File: config.mk
export PLATFORM = sky130hd
export DESIGN_NAME = slave_link_poll_controller
export DESIGN_NICKNAME = d
export VERILOG_FILES = /design/src/rtl/core/slpc_pkg.sv /design/src/rtl/core/slave_link_poll_controller.sv /design/src/rtl/core/slpc_ram.sv /design/src/rtl/core/slpc_ctrl.sv
export SDC_FILE = /design/constraint.sdc
export NUM_CORES = 1
export LEC_CHECK = 0
export BUFFER_PORTS_ARGS = -buffer_cell sky130_fd_sc_hd__buf_2
export CAP_MARGIN = 20
export CORE_ASPECT_RATIO = 1.5
export CORE_UTILIZATION = 45
export DETAILED_ROUTE_END_ITERATION = 12
export MAX_ROUTING_LAYER = met4
export PLACE_DENSITY = 0.65
export SLEW_MARGIN = 20
export SYNTH_ARGS = -nofsm -noshare
export SYNTH_HDL_FRONTEND = slang
export SYNTH_SLANG_ARGS = --single-unit
File: constraint.sdc
create_clock -name clk_i -period 4.7 [get_ports clk_i]
set_input_delay 0 -clock clk_i [delete_from_list [all_inputs] [get_ports clk_i]]
set_output_delay 0 -clock clk_i [all_outputs]
set_load 0.05 [all_outputs]
File: src/rtl/core/slpc_pkg.sv
// ----------------------------------------------------------------------------
// slpc_pkg
// Shared types and constants of the slave link poll controller.
// ----------------------------------------------------------------------------
`default_nettype none

package slpc_pkg;

  // Field widths of the word formats.
  localparam int unsigned ActionW = 2;
  localparam int unsigned WordW   = 16;
  localparam int unsigned SlotW   = 5;
  localparam int unsigned BitW    = 4;
  localparam int unsigned LevelW  = 5;
  localparam int unsigned CfgIdxW = 3;

  // Default sizing.
  localparam int unsigned QueueLenDefault  = 21;
  localparam int unsigned FailLimitDefault = 16;

  // Register reset values.
  localparam logic [WordW-1:0] IdCodeRst     = 16'd0;
  localparam logic [BitW-1:0]  ReadyBitRst   = 4'd0;
  localparam logic [SlotW-1:0] EnableSlotRst = 5'd3;
  localparam logic [BitW-1:0]  EnableBitRst  = 4'd0;
  localparam logic [WordW-1:0] HalfPeriodRst = 16'd500;

  localparam logic [WordW-1:0] TickMax = 16'hFFFF;

  typedef enum logic [CfgIdxW-1:0] {
    CfgIdCode     = 3'd0,
    CfgReadyBit   = 3'd1,
    CfgEnableSlot = 3'd2,
    CfgEnableBit  = 3'd3,
    CfgHalfPeriod = 3'd4
  } cfg_idx_e;

  typedef enum logic [ActionW-1:0] {
    ActPoll  = 2'd0,
    ActStart = 2'd1,
    ActTick  = 2'd2,
    ActRead  = 2'd3
  } action_e;

  typedef enum logic [1:0] {
    PhId    = 2'd0,
    PhWait  = 2'd1,
    PhReady = 2'd2
  } phase_e;

  typedef enum logic [1:0] {
    ReqId     = 2'd0,
    ReqStatus = 2'd1,
    ReqSlot   = 2'd2,
    ReqNone   = 2'd3
  } req_e;

  // One result word.
  typedef struct packed {
    logic [1:0]        next_request;
    logic [SlotW-1:0]  next_slot;
    logic              reload_strobe;
    logic [1:0]        link_phase;
    logic              capture_done;
    logic              link_fault;
    logic [LevelW-1:0] fail_level;
    logic [WordW-1:0]  slot_value;
  } result_t;

  // Store write request from the update logic.
  typedef struct packed {
    logic             we;
    logic [SlotW-1:0] slot;
    logic [WordW-1:0] data;
  } store_wr_t;

endpackage

`default_nettype wire

File: src/rtl/core/slave_link_poll_controller.sv
// ----------------------------------------------------------------------------
// slave_link_poll_controller
// Poll supervisor for a slave link: identity, readiness, register capture.
// ----------------------------------------------------------------------------
// The controller takes one word per clock cycle while the output side is not
// stalled and gives one result word per input word, through the update stage
// registers and then the output register. In the accept cycle the register
// store is read (the slot named by query_slot for a read action, otherwise the
// enable slot); the update logic then applies the word and writes the store
// back when the update stage advances. The RAM read is registered; a write
// that hits the entry being read by the following word is forwarded, so
// back-to-back words see each other's writes. The store reads as all zero
// after reset through a row of valid bits, so no clearing pass is needed and
// words are taken from the first cycle after reset. Configuration is written
// through a plain write port and must only change while the block is idle.
`default_nettype none

module slave_link_poll_controller #(
  parameter int unsigned QueueLen  = slpc_pkg::QueueLenDefault,
  parameter int unsigned FailLimit = slpc_pkg::FailLimitDefault
) (
  input  wire logic                             clk_i,
  input  wire logic                             rst_ni,
  // Configuration write port.
  input  wire logic                             cfg_we_i,
  input  wire logic [slpc_pkg::CfgIdxW-1:0]     cfg_idx_i,
  input  wire logic [slpc_pkg::WordW-1:0]       cfg_wdata_i,
  // Input channel.
  input  wire logic                             in_valid_i,
  output logic                                  in_ready_o,
  input  wire logic [slpc_pkg::ActionW-1:0]     action_i,
  input  wire logic [slpc_pkg::WordW-1:0]       read_data_i,
  input  wire logic                             checksum_good_i,
  input  wire logic [slpc_pkg::SlotW-1:0]       query_slot_i,
  // Output channel.
  output logic                                  out_valid_o,
  input  wire logic                             out_ready_i,
  output logic [1:0]                            next_request_o,
  output logic [slpc_pkg::SlotW-1:0]            next_slot_o,
  output logic                                  reload_strobe_o,
  output logic [1:0]                            link_phase_o,
  output logic                                  capture_done_o,
  output logic                                  link_fault_o,
  output logic [slpc_pkg::LevelW-1:0]           fail_level_o,
  output logic [slpc_pkg::WordW-1:0]            slot_value_o
);

  localparam int unsigned AW = (QueueLen > 1) ? $clog2(QueueLen) : 1;
  localparam logic [slpc_pkg::SlotW:0] QLenExt = (slpc_pkg::SlotW + 1)'(QueueLen);

  // Configuration registers.
  logic [slpc_pkg::WordW-1:0] id_code_q;
  logic [slpc_pkg::BitW-1:0]  ready_bit_q;
  logic [slpc_pkg::SlotW-1:0] enable_slot_q;
  logic [slpc_pkg::BitW-1:0]  enable_bit_q;
  logic [slpc_pkg::WordW-1:0] half_period_q;

  always_ff @(posedge clk_i or negedge rst_ni) begin
    if (!rst_ni) begin
      id_code_q     <= slpc_pkg::IdCodeRst;
      ready_bit_q   <= slpc_pkg::ReadyBitRst;
      enable_slot_q <= slpc_pkg::EnableSlotRst;
      enable_bit_q  <= slpc_pkg::EnableBitRst;
      half_period_q <= slpc_pkg::HalfPeriodRst;
    end else if (cfg_we_i) begin
      case (slpc_pkg::cfg_idx_e'(cfg_idx_i))
        slpc_pkg::CfgIdCode:     id_code_q     <= cfg_wdata_i;
        slpc_pkg::CfgReadyBit:   ready_bit_q   <= cfg_wdata_i[slpc_pkg::BitW-1:0];
        slpc_pkg::CfgEnableSlot: enable_slot_q <= cfg_wdata_i[slpc_pkg::SlotW-1:0];
        slpc_pkg::CfgEnableBit:  enable_bit_q  <= cfg_wdata_i[slpc_pkg::BitW-1:0];
        slpc_pkg::CfgHalfPeriod: half_period_q <= cfg_wdata_i;
        default: ;
      endcase
    end
  end

  // Handshake: the update stage advances when the output register is free or
  // being emptied; a new word enters whenever the update stage is empty or advances.
  logic s1_valid_q;
  logic s1_adv;
  logic in_acc;

  assign s1_adv     = s1_valid_q && (!out_valid_o || out_ready_i);
  assign in_ready_o = !s1_valid_q || s1_adv;
  assign in_acc     = in_valid_i && in_ready_o;

  // Store read issued in the accept cycle.
  logic [slpc_pkg::SlotW-1:0] rd_slot;
  logic                       rd_inrange;
  logic [AW-1:0]              rd_addr;

  assign rd_slot    = (slpc_pkg::action_e'(action_i) == slpc_pkg::ActRead)
                      ? query_slot_i : enable_slot_q;
  assign rd_inrange = ({1'b0, rd_slot} < QLenExt);
  assign rd_addr    = rd_slot[AW-1:0];

  // Update stage registers.
  slpc_pkg::action_e          s1_action_q;
  logic [slpc_pkg::WordW-1:0] s1_data_q;
  logic                       s1_good_q;
  logic                       s1_hit_q;
  logic                       s1_fwd_q;
  logic [slpc_pkg::WordW-1:0] s1_fwd_data_q;

  slpc_pkg::store_wr_t        wr;
  slpc_pkg::result_t          res;
  logic [slpc_pkg::WordW-1:0] ram_rdata;
  logic [slpc_pkg::WordW-1:0] rd_word;
  logic [QueueLen-1:0]        vld_q;
  logic                       fwd_hit;

  assign fwd_hit = wr.we && (wr.slot == rd_slot);

  always_ff @(posedge clk_i or negedge rst_ni) begin
    if (!rst_ni) begin
      s1_valid_q <= 1'b0;
    end else if (in_ready_o) begin
      s1_valid_q <= in_valid_i;
    end
  end

  always_ff @(posedge clk_i) begin
    if (in_acc) begin
      s1_action_q   <= slpc_pkg::action_e'(action_i);
      s1_data_q     <= read_data_i;
      s1_good_q     <= checksum_good_i;
      // An out-of-range slot and a never-written entry both read as zero.
      s1_hit_q      <= rd_inrange && vld_q[rd_addr];
      s1_fwd_q      <= rd_inrange && fwd_hit;
      s1_fwd_data_q <= wr.data;
    end
  end

  // Valid bits stand in for clearing the store at reset.
  always_ff @(posedge clk_i or negedge rst_ni) begin
    if (!rst_ni) begin
      vld_q <= '0;
    end else if (wr.we) begin
      vld_q[wr.slot[AW-1:0]] <= 1'b1;
    end
  end

  slpc_ram #(
    .Width (slpc_pkg::WordW),
    .Depth (QueueLen)
  ) u_store (
    .clk_i   (clk_i),
    .we_i    (wr.we),
    .waddr_i (wr.slot[AW-1:0]),
    .wdata_i (wr.data),
    .re_i    (in_acc && rd_inrange),
    .raddr_i (rd_addr),
    .rdata_o (ram_rdata)
  );

  always_comb begin
    if (s1_fwd_q) begin
      rd_word = s1_fwd_data_q;
    end else if (s1_hit_q) begin
      rd_word = ram_rdata;
    end else begin
      rd_word = '0;
    end
  end

  slpc_ctrl #(
    .QueueLen  (QueueLen),
    .FailLimit (FailLimit)
  ) u_ctrl (
    .clk_i           (clk_i),
    .rst_ni          (rst_ni),
    .step_i          (s1_adv),
    .action_i        (s1_action_q),
    .read_data_i     (s1_data_q),
    .checksum_good_i (s1_good_q),
    .rd_word_i       (rd_word),
    .id_code_i       (id_code_q),
    .ready_bit_i     (ready_bit_q),
    .enable_bit_i    (enable_bit_q),
    .half_period_i   (half_period_q),
    .result_o        (res),
    .wr_o            (wr)
  );

  // Output register.
  slpc_pkg::result_t out_q;

  always_ff @(posedge clk_i or negedge rst_ni) begin
    if (!rst_ni) begin
      out_valid_o <= 1'b0;
    end else if (s1_adv) begin
      out_valid_o <= 1'b1;
    end else if (out_ready_i) begin
      out_valid_o <= 1'b0;
    end
  end

  always_ff @(posedge clk_i) begin
    if (s1_adv) begin
      out_q <= res;
    end
  end

  assign next_request_o  = out_q.next_request;
  assign next_slot_o     = out_q.next_slot;
  assign reload_strobe_o = out_q.reload_strobe;
  assign link_phase_o    = out_q.link_phase;
  assign capture_done_o  = out_q.capture_done;
  assign link_fault_o    = out_q.link_fault;
  assign fail_level_o    = out_q.fail_level;
  assign slot_value_o    = out_q.slot_value;

  // Store writes stay inside the queue.
  assert property (@(posedge clk_i) disable iff (!rst_ni)
    wr.we |-> ({1'b0, wr.slot} < QLenExt))
    else $error("store write outside the queue");

  // A word held in the update stage is not dropped.
  assert property (@(posedge clk_i) disable iff (!rst_ni)
    (s1_valid_q && !s1_adv) |=> s1_valid_q)
    else $error("update stage lost a word");

  // Writes only happen when a word is applied.
  assert property (@(posedge clk_i) disable iff (!rst_ni)
    wr.we |-> s1_adv)
    else $error("store write without an applied word");

  // A slot request implies a capture pass is still pending.
  assert property (@(posedge clk_i) disable iff (!rst_ni)
    (out_valid_o && next_request_o == slpc_pkg::ReqSlot) |-> !capture_done_o)
    else $error("slot requested with no capture pending");

  // The link phase never takes the unused code.
  assert property (@(posedge clk_i) disable iff (!rst_ni)
    out_valid_o |-> (link_phase_o != 2'd3))
    else $error("invalid link phase");

endmodule

`default_nettype wire

File: src/rtl/core/slpc_ram.sv
// ----------------------------------------------------------------------------
// slpc_ram
// Generic single-write, single-read RAM with a registered read port.
// ----------------------------------------------------------------------------
`default_nettype none

module slpc_ram #(
  parameter int unsigned Width = 16,
  parameter int unsigned Depth = 21,
  localparam int unsigned AddrW = (Depth > 1) ? $clog2(Depth) : 1
) (
  input  wire logic             clk_i,
  input  wire logic             we_i,
  input  wire logic [AddrW-1:0] waddr_i,
  input  wire logic [Width-1:0] wdata_i,
  input  wire logic             re_i,
  input  wire logic [AddrW-1:0] raddr_i,
  output logic      [Width-1:0] rdata_o
);

  logic [Width-1:0] mem_q [Depth];

  always_ff @(posedge clk_i) begin
    if (we_i) begin
      mem_q[waddr_i] <= wdata_i;
    end
    if (re_i) begin
      rdata_o <= mem_q[raddr_i];
    end
  end

endmodule

`default_nettype wire

File: src/rtl/core/slpc_ctrl.sv
// ----------------------------------------------------------------------------
// slpc_ctrl
// Link state, failure counter and watchdog timer; one word is applied per step.
// ----------------------------------------------------------------------------
`default_nettype none

module slpc_ctrl #(
  parameter int unsigned QueueLen  = slpc_pkg::QueueLenDefault,
  parameter int unsigned FailLimit = slpc_pkg::FailLimitDefault
) (
  input  wire logic                            clk_i,
  input  wire logic                            rst_ni,
  input  wire logic                            step_i,
  input  wire slpc_pkg::action_e               action_i,
  input  wire logic [slpc_pkg::WordW-1:0]      read_data_i,
  input  wire logic                            checksum_good_i,
  input  wire logic [slpc_pkg::WordW-1:0]      rd_word_i,
  input  wire logic [slpc_pkg::WordW-1:0]      id_code_i,
  input  wire logic [slpc_pkg::BitW-1:0]       ready_bit_i,
  input  wire logic [slpc_pkg::BitW-1:0]       enable_bit_i,
  input  wire logic [slpc_pkg::WordW-1:0]      half_period_i,
  output slpc_pkg::result_t                    result_o,
  output slpc_pkg::store_wr_t                  wr_o
);

  localparam int unsigned FW  = $clog2(FailLimit + 1);
  localparam int unsigned FW1 = FW + 1;
  localparam logic [FW1-1:0] LimitExt = FW1'(FailLimit);
  localparam logic [FW-1:0]  LimitVal = FW'(FailLimit);
  localparam logic [slpc_pkg::SlotW:0] QLenExt = (slpc_pkg::SlotW + 1)'(QueueLen);

  slpc_pkg::phase_e                phase_q, phase_d;
  logic                            capturing_q, capturing_d;
  logic [slpc_pkg::SlotW-1:0]      qpos_q, qpos_d;
  logic [FW-1:0]                   fail_q, fail_d;
  logic                            fault_q, fault_d;
  logic [slpc_pkg::WordW-1:0]      since_q, since_d;

  logic                            enabled;
  logic [FW1-1:0]                  fail_inc;
  logic [slpc_pkg::SlotW:0]        qpos_inc;
  logic [31:0]                     fail_ext;

  always_ff @(posedge clk_i or negedge rst_ni) begin
    if (!rst_ni) begin
      phase_q     <= slpc_pkg::PhId;
      capturing_q <= 1'b1;
      qpos_q      <= '0;
      fail_q      <= '0;
      fault_q     <= 1'b0;
      since_q     <= '0;
    end else if (step_i) begin
      phase_q     <= phase_d;
      capturing_q <= capturing_d;
      qpos_q      <= qpos_d;
      fail_q      <= fail_d;
      fault_q     <= fault_d;
      since_q     <= since_d;
    end
  end

  assign enabled  = rd_word_i[enable_bit_i];
  assign fail_inc = {1'b0, fail_q} + FW1'(1);
  assign qpos_inc = {1'b0, qpos_q} + (slpc_pkg::SlotW + 1)'(1);
  assign fail_ext = 32'(fail_d);

  always_comb begin
    phase_d     = phase_q;
    capturing_d = capturing_q;
    qpos_d      = qpos_q;
    fail_d      = fail_q;
    fault_d     = fault_q;
    since_d     = since_q;
    wr_o        = '0;
    result_o    = '0;

    case (action_i)
      slpc_pkg::ActPoll: begin
        case (phase_q)
          slpc_pkg::PhId: begin
            if (read_data_i == id_code_i && checksum_good_i) begin
              phase_d = slpc_pkg::PhWait;
            end
          end
          slpc_pkg::PhWait: begin
            // The status word lands in slot 0 whatever its checksum.
            wr_o.we   = 1'b1;
            wr_o.slot = '0;
            wr_o.data = read_data_i;
            if (checksum_good_i && read_data_i[ready_bit_i]) begin
              phase_d = slpc_pkg::PhReady;
            end
          end
          default: begin
            if (enabled && since_q >= half_period_i) begin
              result_o.reload_strobe = 1'b1;
              since_d = '0;
            end
            if (capturing_q) begin
              if (checksum_good_i) begin
                if ({1'b0, qpos_q} < QLenExt) begin
                  wr_o.we   = 1'b1;
                  wr_o.slot = qpos_q;
                  wr_o.data = read_data_i;
                end
                if (fail_q != '0) begin
                  fail_d  = fail_q - FW'(1);
                  fault_d = 1'b0;
                end
              end else if (!fault_q) begin
                if (fail_inc >= LimitExt) begin
                  fail_d  = LimitVal;
                  fault_d = 1'b1;
                  phase_d = slpc_pkg::PhId;
                end else begin
                  fail_d = fail_inc[FW-1:0];
                end
              end
              if (qpos_inc >= QLenExt) begin
                qpos_d      = '0;
                capturing_d = 1'b0;
              end else begin
                qpos_d = qpos_inc[slpc_pkg::SlotW-1:0];
              end
            end
          end
        endcase
      end
      slpc_pkg::ActStart: begin
        capturing_d = 1'b1;
      end
      slpc_pkg::ActTick: begin
        if (since_q != slpc_pkg::TickMax) begin
          since_d = since_q + slpc_pkg::WordW'(1);
        end
      end
      default: begin
        result_o.slot_value = rd_word_i;
      end
    endcase

    wr_o.we = wr_o.we & step_i;

    case (phase_d)
      slpc_pkg::PhId:   result_o.next_request = slpc_pkg::ReqId;
      slpc_pkg::PhWait: result_o.next_request = slpc_pkg::ReqStatus;
      default: begin
        if (capturing_d) begin
          result_o.next_request = slpc_pkg::ReqSlot;
          result_o.next_slot    = qpos_d;
        end else begin
          result_o.next_request = slpc_pkg::ReqNone;
        end
      end
    endcase
    result_o.link_phase   = phase_d;
    result_o.capture_done = !capturing_d;
    result_o.link_fault   = fault_d;
    result_o.fail_level   = fail_ext[slpc_pkg::LevelW-1:0];
  end

endmodule

`default_nettype wire
## After elaboration in Yosys (flattened, before gate mapping)

Memory sizes are Yosys's and may differ from the RTL's. A register that Yosys moved wholly into a read port is not among the register bits.
Index checks and enable logic that the tools add are counted.

| operators by class | value |
|---|---|
| reductions and logical operators | 32 |
| add/subtract/negate cells | 4 |
| eq/ne operators | 15 |
| multiply operators | 0 |
| shifts and indexed selects | 0 |
| div/mod/pow operators | 0 |
| bitwise logic cells | 4 |
| mux-type cells | 57 |
| order comparisons | 10 |

Operators by type and width:

| operator | number |
|---|---|
| 22-bit two-way mux | 4 |
| 16-bit two-way mux | 5 |
| 5-bit two-way mux | 12 |
| 22-bit one-hot mux with 2 select lines | 1 |
| 16-bit one-hot mux with 2 select lines | 1 |
| 21-bit OR | 1 |
| 1-bit two-way mux | 20 |
| 16-bit by 1-bit adder with 16-bit output (second input constant) | 1 |
| 16-bit == test | 1 |
| 16-bit >= comparator | 1 |
| 16-bit != test (second input constant) | 1 |
| 2-bit two-way mux | 7 |
| 5-bit by 1-bit adder with 6-bit output (second input constant) | 2 |
| 6-bit by 5-bit >= comparator with 1-bit output (second input constant) | 2 |
| 5-bit by 6-bit less-than comparator with 1-bit output (second input constant) | 2 |
| 1-bit logical AND | 10 |
| 4-bit by 5-bit less-than comparator with 1-bit output (second input constant) | 2 |
| 5-bit less-than comparator (second input constant) | 2 |
| 2-bit AND reduction | 5 |
| 3-bit OR reduction | 3 |
| 1-bit binary-select mux with 4-bit select | 2 |
| 2-bit one-hot mux with 2 select lines | 2 |
| 2-bit by 1-bit == test with 1-bit output (second input constant) | 3 |
| 3-bit by 2-bit == test with 1-bit output (second input constant) | 2 |
| 21 further kinds | 30 |

| word-level totals | value |
|---|---|
| bits in latches | 0 |
| bits in read-only memories | 0 |
| memories kept | 1 |
| register bits | 168 |
| RAM bits | 336 |

Memory list:

| name | words | width | read ports | clocked after Yosys merged registers in | write ports | RTL line | text |
|---|---|---|---|---|---|---|---|
| u_store.mem_q | 21 | 16 | 1 | 1 | 1 | slpc_ram.sv:21 | `logic [Width-1:0] mem_q [Depth];` |

## Logic depth before layout (Yosys ltp)

| depth | value |
|---|---|
| depth in word-level cells | 11 |
| mapped depth | 9 |
| depth with buffers taken out | 8 |

## Hierarchy

From an unflattened synthesis, not the netlist that was laid out.

| unflattened totals | value |
|---|---|
| cells, all modules | 1502 |
| area, all modules | 22298.9 sq um |

Modules (own cells, without submodules):

| module | times used | area an instance (sq um) | sequential area each (sq um) | cells each |
|---|---|---|---|---|
| slpc_ram | 1 | 13669.4 | 10570.1 | 737 |
| slave_link_poll_controller | 1 | 5363.9 | 3813.7 | 337 |
| slpc_ctrl | 1 | 3265.6 | 752.0 | 428 |

## Least setup slack after synthesis

OpenSTA, ideal clock, no wires.

| path | value |
|---|---|
| path type | register to register |
| from | reg out_valid_o |
| to | reg u_store.rdata_o[0] (read register of u_store.mem_q), enable pin |
| cell stages (with the launch flop) | 4 |
| arrival time | 3.431 ns |
| setup time | 0.414 ns |
| clock period less this slack | 3.845 ns |
| required time | 4.286 ns |
| setup slack | 0.855 ns |
| cells stage by stage | dfrtp_1 -> nand3b_1 -> and2_1 -> a21boi_0 |

| between the ends | value |
|---|---|
| word-level cells in the longest chain between the ends | 6 |

Ends and longest elaborated chain:

| element | RTL line | text |
|---|---|---|
| from (decl) | slave_link_poll_controller.sv:36 | `output logic out_valid_o,` |
| from (signal assigned) | slave_link_poll_controller.sv:190 | `out_valid_o <= 1'b0;` |
| from (signal assigned) | slave_link_poll_controller.sv:192 | `out_valid_o <= 1'b1;` |
| from (signal assigned) | slave_link_poll_controller.sv:194 | `out_valid_o <= 1'b0;` |
| 1-bit zero test | slave_link_poll_controller.sv:83 | `assign s1_adv = s1_valid_q && (!out_valid_o \|\| out_ready_i);` |
| 1-bit logical OR | slave_link_poll_controller.sv:83 |  |
| 1-bit logical AND | slave_link_poll_controller.sv:83 |  |
| 1-bit logical OR | slave_link_poll_controller.sv:84 | `assign in_ready_o = !s1_valid_q \|\| s1_adv;` |
| net in_ready_o | slave_link_poll_controller.sv:30 | `output logic in_ready_o,` |
| 1-bit logical AND | slave_link_poll_controller.sv:85 | `assign in_acc = in_valid_i && in_ready_o;` |
| net in_acc | slave_link_poll_controller.sv:81 | `logic in_acc;` |
| 1-bit logical AND | slave_link_poll_controller.sv:151 | `.re_i (in_acc && rd_inrange),` |
| net u_store.re_i | slpc_ram.sv:16 | `input wire logic re_i,` |
| to (decl) | slpc_ram.sv:18 | `output logic [Width-1:0] rdata_o` |

The timed path passes the listed nets, and every way through them passes these cells.
A chain may end at the register's enable or synchronous reset.

## Worst setup path in the final report

| path | value |
|---|---|
| from | reg s1_action_q[1] |
| to | mem u_store.mem_q[1][1], enable pin |

| between the ends | value |
|---|---|
| word-level cells in the longest chain between the ends | 5 |

Ends and longest elaborated chain:

| element | RTL line | text |
|---|---|---|
| from (decl) | slave_link_poll_controller.sv:98 | `slpc_pkg::action_e s1_action_q;` |
| from (signal assigned) | slave_link_poll_controller.sv:124 | `s1_action_q <= slpc_pkg::action_e'(action_i);` |
| 2-bit zero test * | slpc_ctrl.sv:77 | `case (action_i)` |
| 22-bit two-way mux * | slpc_ctrl.sv:77 |  |
| 1-bit bitwise AND | slpc_ctrl.sv:142 | `wr_o.we = wr_o.we & step_i;` |
| 1-bit two-way mux | slpc_ram.sv:24 | `if (we_i) begin` |
| 1-bit two-way mux (not written as such) | slpc_ram.sv:25 | `mem_q[waddr_i] <= wdata_i;` |
| to (decl) | slpc_ram.sv:21 |  |

Every way passes the cells marked *; elsewhere a longest branch is shown, timed or not.

==> results.cfg <==
[critical_path]
critical_path.max_stage_delay_ps = 870
timing.rr.end = u_store.mem_q[1][1]$_DFFE_PP_
path_max_fanout = 17
r2r_slack_ps = 1210
crit_arrival_ps = 3700
crit_path_start_kind = register
timing.critical_path.required_ps = 4900
cpMaxStageDelayCell = nor2_2
setup_cp_type = reg -> reg
regToRegStartpoint = s1_action_q[1]$_DFFE_PP_
setup.worst_path.end_class = register
worstPathBufferInverterCount = 0
timing.reg2reg.worst_path_depth = 5
crit_chain = nor3b_2, and2_1, nand2_1, or4_1, nor2_2
cp_top_family = simple AND/OR/NAND/NOR gates

[logic_synthesis]
synth-edff-count = 422
postSynthNetCount = 1776
post_synth.cell_area_avg_um2 = 12.9
postSynthCellCount = 1707
yosysWarningCount = 0
synthArstFlopShare_pct = 18.8
yosys_register_bits = 520
synth.lib_cells_used.distinct = 75
synth_seq_area_share_pct = 69.0
yosys_most_used_dff = edfxtp_1
syn_area_um2 = 21900

[timing]
timing.setup.tns_ps = 0
drv_slew = 0
fin_crit_sh_pct = 74.3
grt_setup_unrepaired = no
finalSetupViolations = 0
final_hold_viol_count = 0
finalClockSkew_ps = 18.4
worst_slew_pin_slew_ps = 1090
fmax_ghz = 0.286
finalWorstSetupSlack_ps = 1210
final_critical_path_time_including_i_o_delays_and_setup_ps = 3490
slew_headroom_pct = 27.5

[routing]
detail_route.drc_violations = 0
routedWlPerCell_um = 24.4
vias = 14921
routed_wl_mm = 62.0
avgViaCountPerCell = 5.88
antenna_left = 0
first_pass_iters = 6
drt_iter0_markers = 1458

[cts]
h-tree-depth = 2
tritoncts_clock_tree = built
clk_tree_root_cell = clkbuf_16
clock_pin_slew_of_the_registers_on_the_worst_case_setup_and_hold_paths_ps = 60
numCtsBuffers = 49
clock_insertion_delay_worst_skew_ps = 590
clkSinkCount = 520
cts_max_path_buffers = 3

[global_routing]
grt_first_pass_wirelength_mm = 92.0
via_count_of_the_first_global_routing_pass = 14990
antenna_found_initial = 1
gr-usage-all-layers_pct = 25.8
gr-total-overflow = 0
pin_count_of_the_biggest_net_entering_global_routing = 73

[cells_and_area]
fin_cells = 2539
most_common_cell_after_layout_fill_and_taps_aside = edfxtp_1
synthesis_to_layout_area_growth_pct = 16.1
num-nets-final = 1919
multiInputGateArea_um2 = 6460
nFillCells = 3942
drive_gt1_share_pct = 16.5
mostFrequentLayoutCells = edfxtp_1, nand2_1, a21oi_1
layout.area.seq_um2 = 15100

[floorplanning]
design.portCount = 83
floorplan.initialDensity_pct = 45.8
die_y_um = 272
floorplan.core_area_um2 = 47900
floorplan.die_area_um2 = 49700
row_count = 98
die_width_um = 182

[place]
port-buffer-count = 82
place_congestion = 0.953
hpwl_mm = 39.8
dp_cells = 2394
detailedPlace.worstSlack_ps = 1230

[power_and_ir_drop]
p_per_area_nw_per_um2 = 439
vdd_drop_max_uv = 314
power.static_leakage_nw = 9.31
totalPowerFinal_w = 0.0112

[outcome]
status = completed

[flow_run]
max-cap-violations = 0

[min_path]
hold_class = in -> async
==> layout make-up <==
type                    count  area share, %
diodes                      1        0.00982
clock buffers              62           5.12
clock inverters            27           1.26
inverters                  31          0.457
multi-input cells        1068           25.4
flip-flops and latches    520           59.4
well taps                 650           3.19
repair buffers            180           5.20
==> logic make-up (layout without fill, tap and decap cells) <==
group	count (synthesis)	in the layout	synth area share, %
xor+xnor	20	20	0.798
buf+inv	119	300	2.22
mux	64	64	3.50
fa+ha+maj	21	21	1.20
compound gates	357	357	10.4
other cells	0	1	0
simple gates	606	606	12.9
flops	520	520	69.0
==> cell usage after synthesis (22+ instances only) <==
cell | count | area [um^2]
edfxtp_1 | 422 | 12700
nand2_1 | 334 | 1250
a21oi_1 | 151 | 756
dfrtp_1 | 89 | 2230
clkbuf_1 | 73 | 274
nor2_1 | 57 | 214
o21ai_0 | 56 | 280
nor4_1 | 42 | 263
mux2_2 | 37 | 417
inv_1 | 30 | 113
and3_1 | 28 | 175
a221oi_1 | 26 | 228
nand3_1 | 24 | 120
or2_2 | 22 | 138
==> registers in the layout, indices dropped and copies added, names as in the netlist, 16 cells and up <==
name / cells
u_ctrl.since_q: 16
s1_fwd_data_q: 16
u_store.mem_q: 336
vld_q: 21
id_code_q: 16
u_store.rdata_o: 16
slot_value_o: 16
s1_data_q: 16
half_period_q: 16
==> power by group <==
part | switching (W) | internal (W) | leakage (nW)
logic | 0.00113 | 0.000599 | 3.46
clock network | 0.00175 | 0.00231 | 0.798
registers | 0.000221 | 0.00517 | 5.05
total | 0.00310 | 0.00808 | 9.31
==> worst max-delay path by stage <==
stage,startpoint,to,slack [ps],cells after the start
global route,s1_action_q[1]$_DFFE_PP_,u_store.mem_q[1][1]$_DFFE_PP_,1040,5
floorplan,out_valid_o$_DFFE_PN0P_,u_store.rdata_o[0]$_DFFE_PP_,860,3
finish,s1_action_q[1]$_DFFE_PP_,u_store.mem_q[1][1]$_DFFE_PP_,1210,5
CTS,s1_action_q[1]$_DFFE_PP_,u_store.mem_q[1][14]$_DFFE_PP_,1220,5
detailed placement,s1_action_q[1]$_DFFE_PP_,u_store.mem_q[1][13]$_DFFE_PP_,1230,5
global placement,action_i[0],u_store.rdata_o[6]$_DFFE_PP_,1350,9
==> layer usage <==
metal | up-vias | GRT usage (%) | routed length [um]
li1 | 6655 | - | -
met1 | 7461 | 29.3 | 23000
met2 | 648 | 44.5 | 31900
met3 | 157 | 3.25 | 3880
met4 | 0 | 13.7 | 3290
met5 | - | - | 0
==> what timing repair did <==
| action | 4_1_cts | 5_1_grt |
|---|---|---|
| setup buffers | 0 | 0 |
| endpoints found under the hold margin | 132 | 0 |
| hold buffers | 55 | 0 |
| gates resized for setup | 0 | 0 |
==> per-stage QoR <==
stage               util, %  hold slack [ps]  area, um^2
floorplan                 -             -296       21900
global placement       48.6              182       23300
detailed placement     48.6              178       23300
CTS                    53.1              117       25500
global route           53.1              122       25500
finish                 53.1             95.5       25500
No activity file was read; power rests on OpenSTA's default activity.
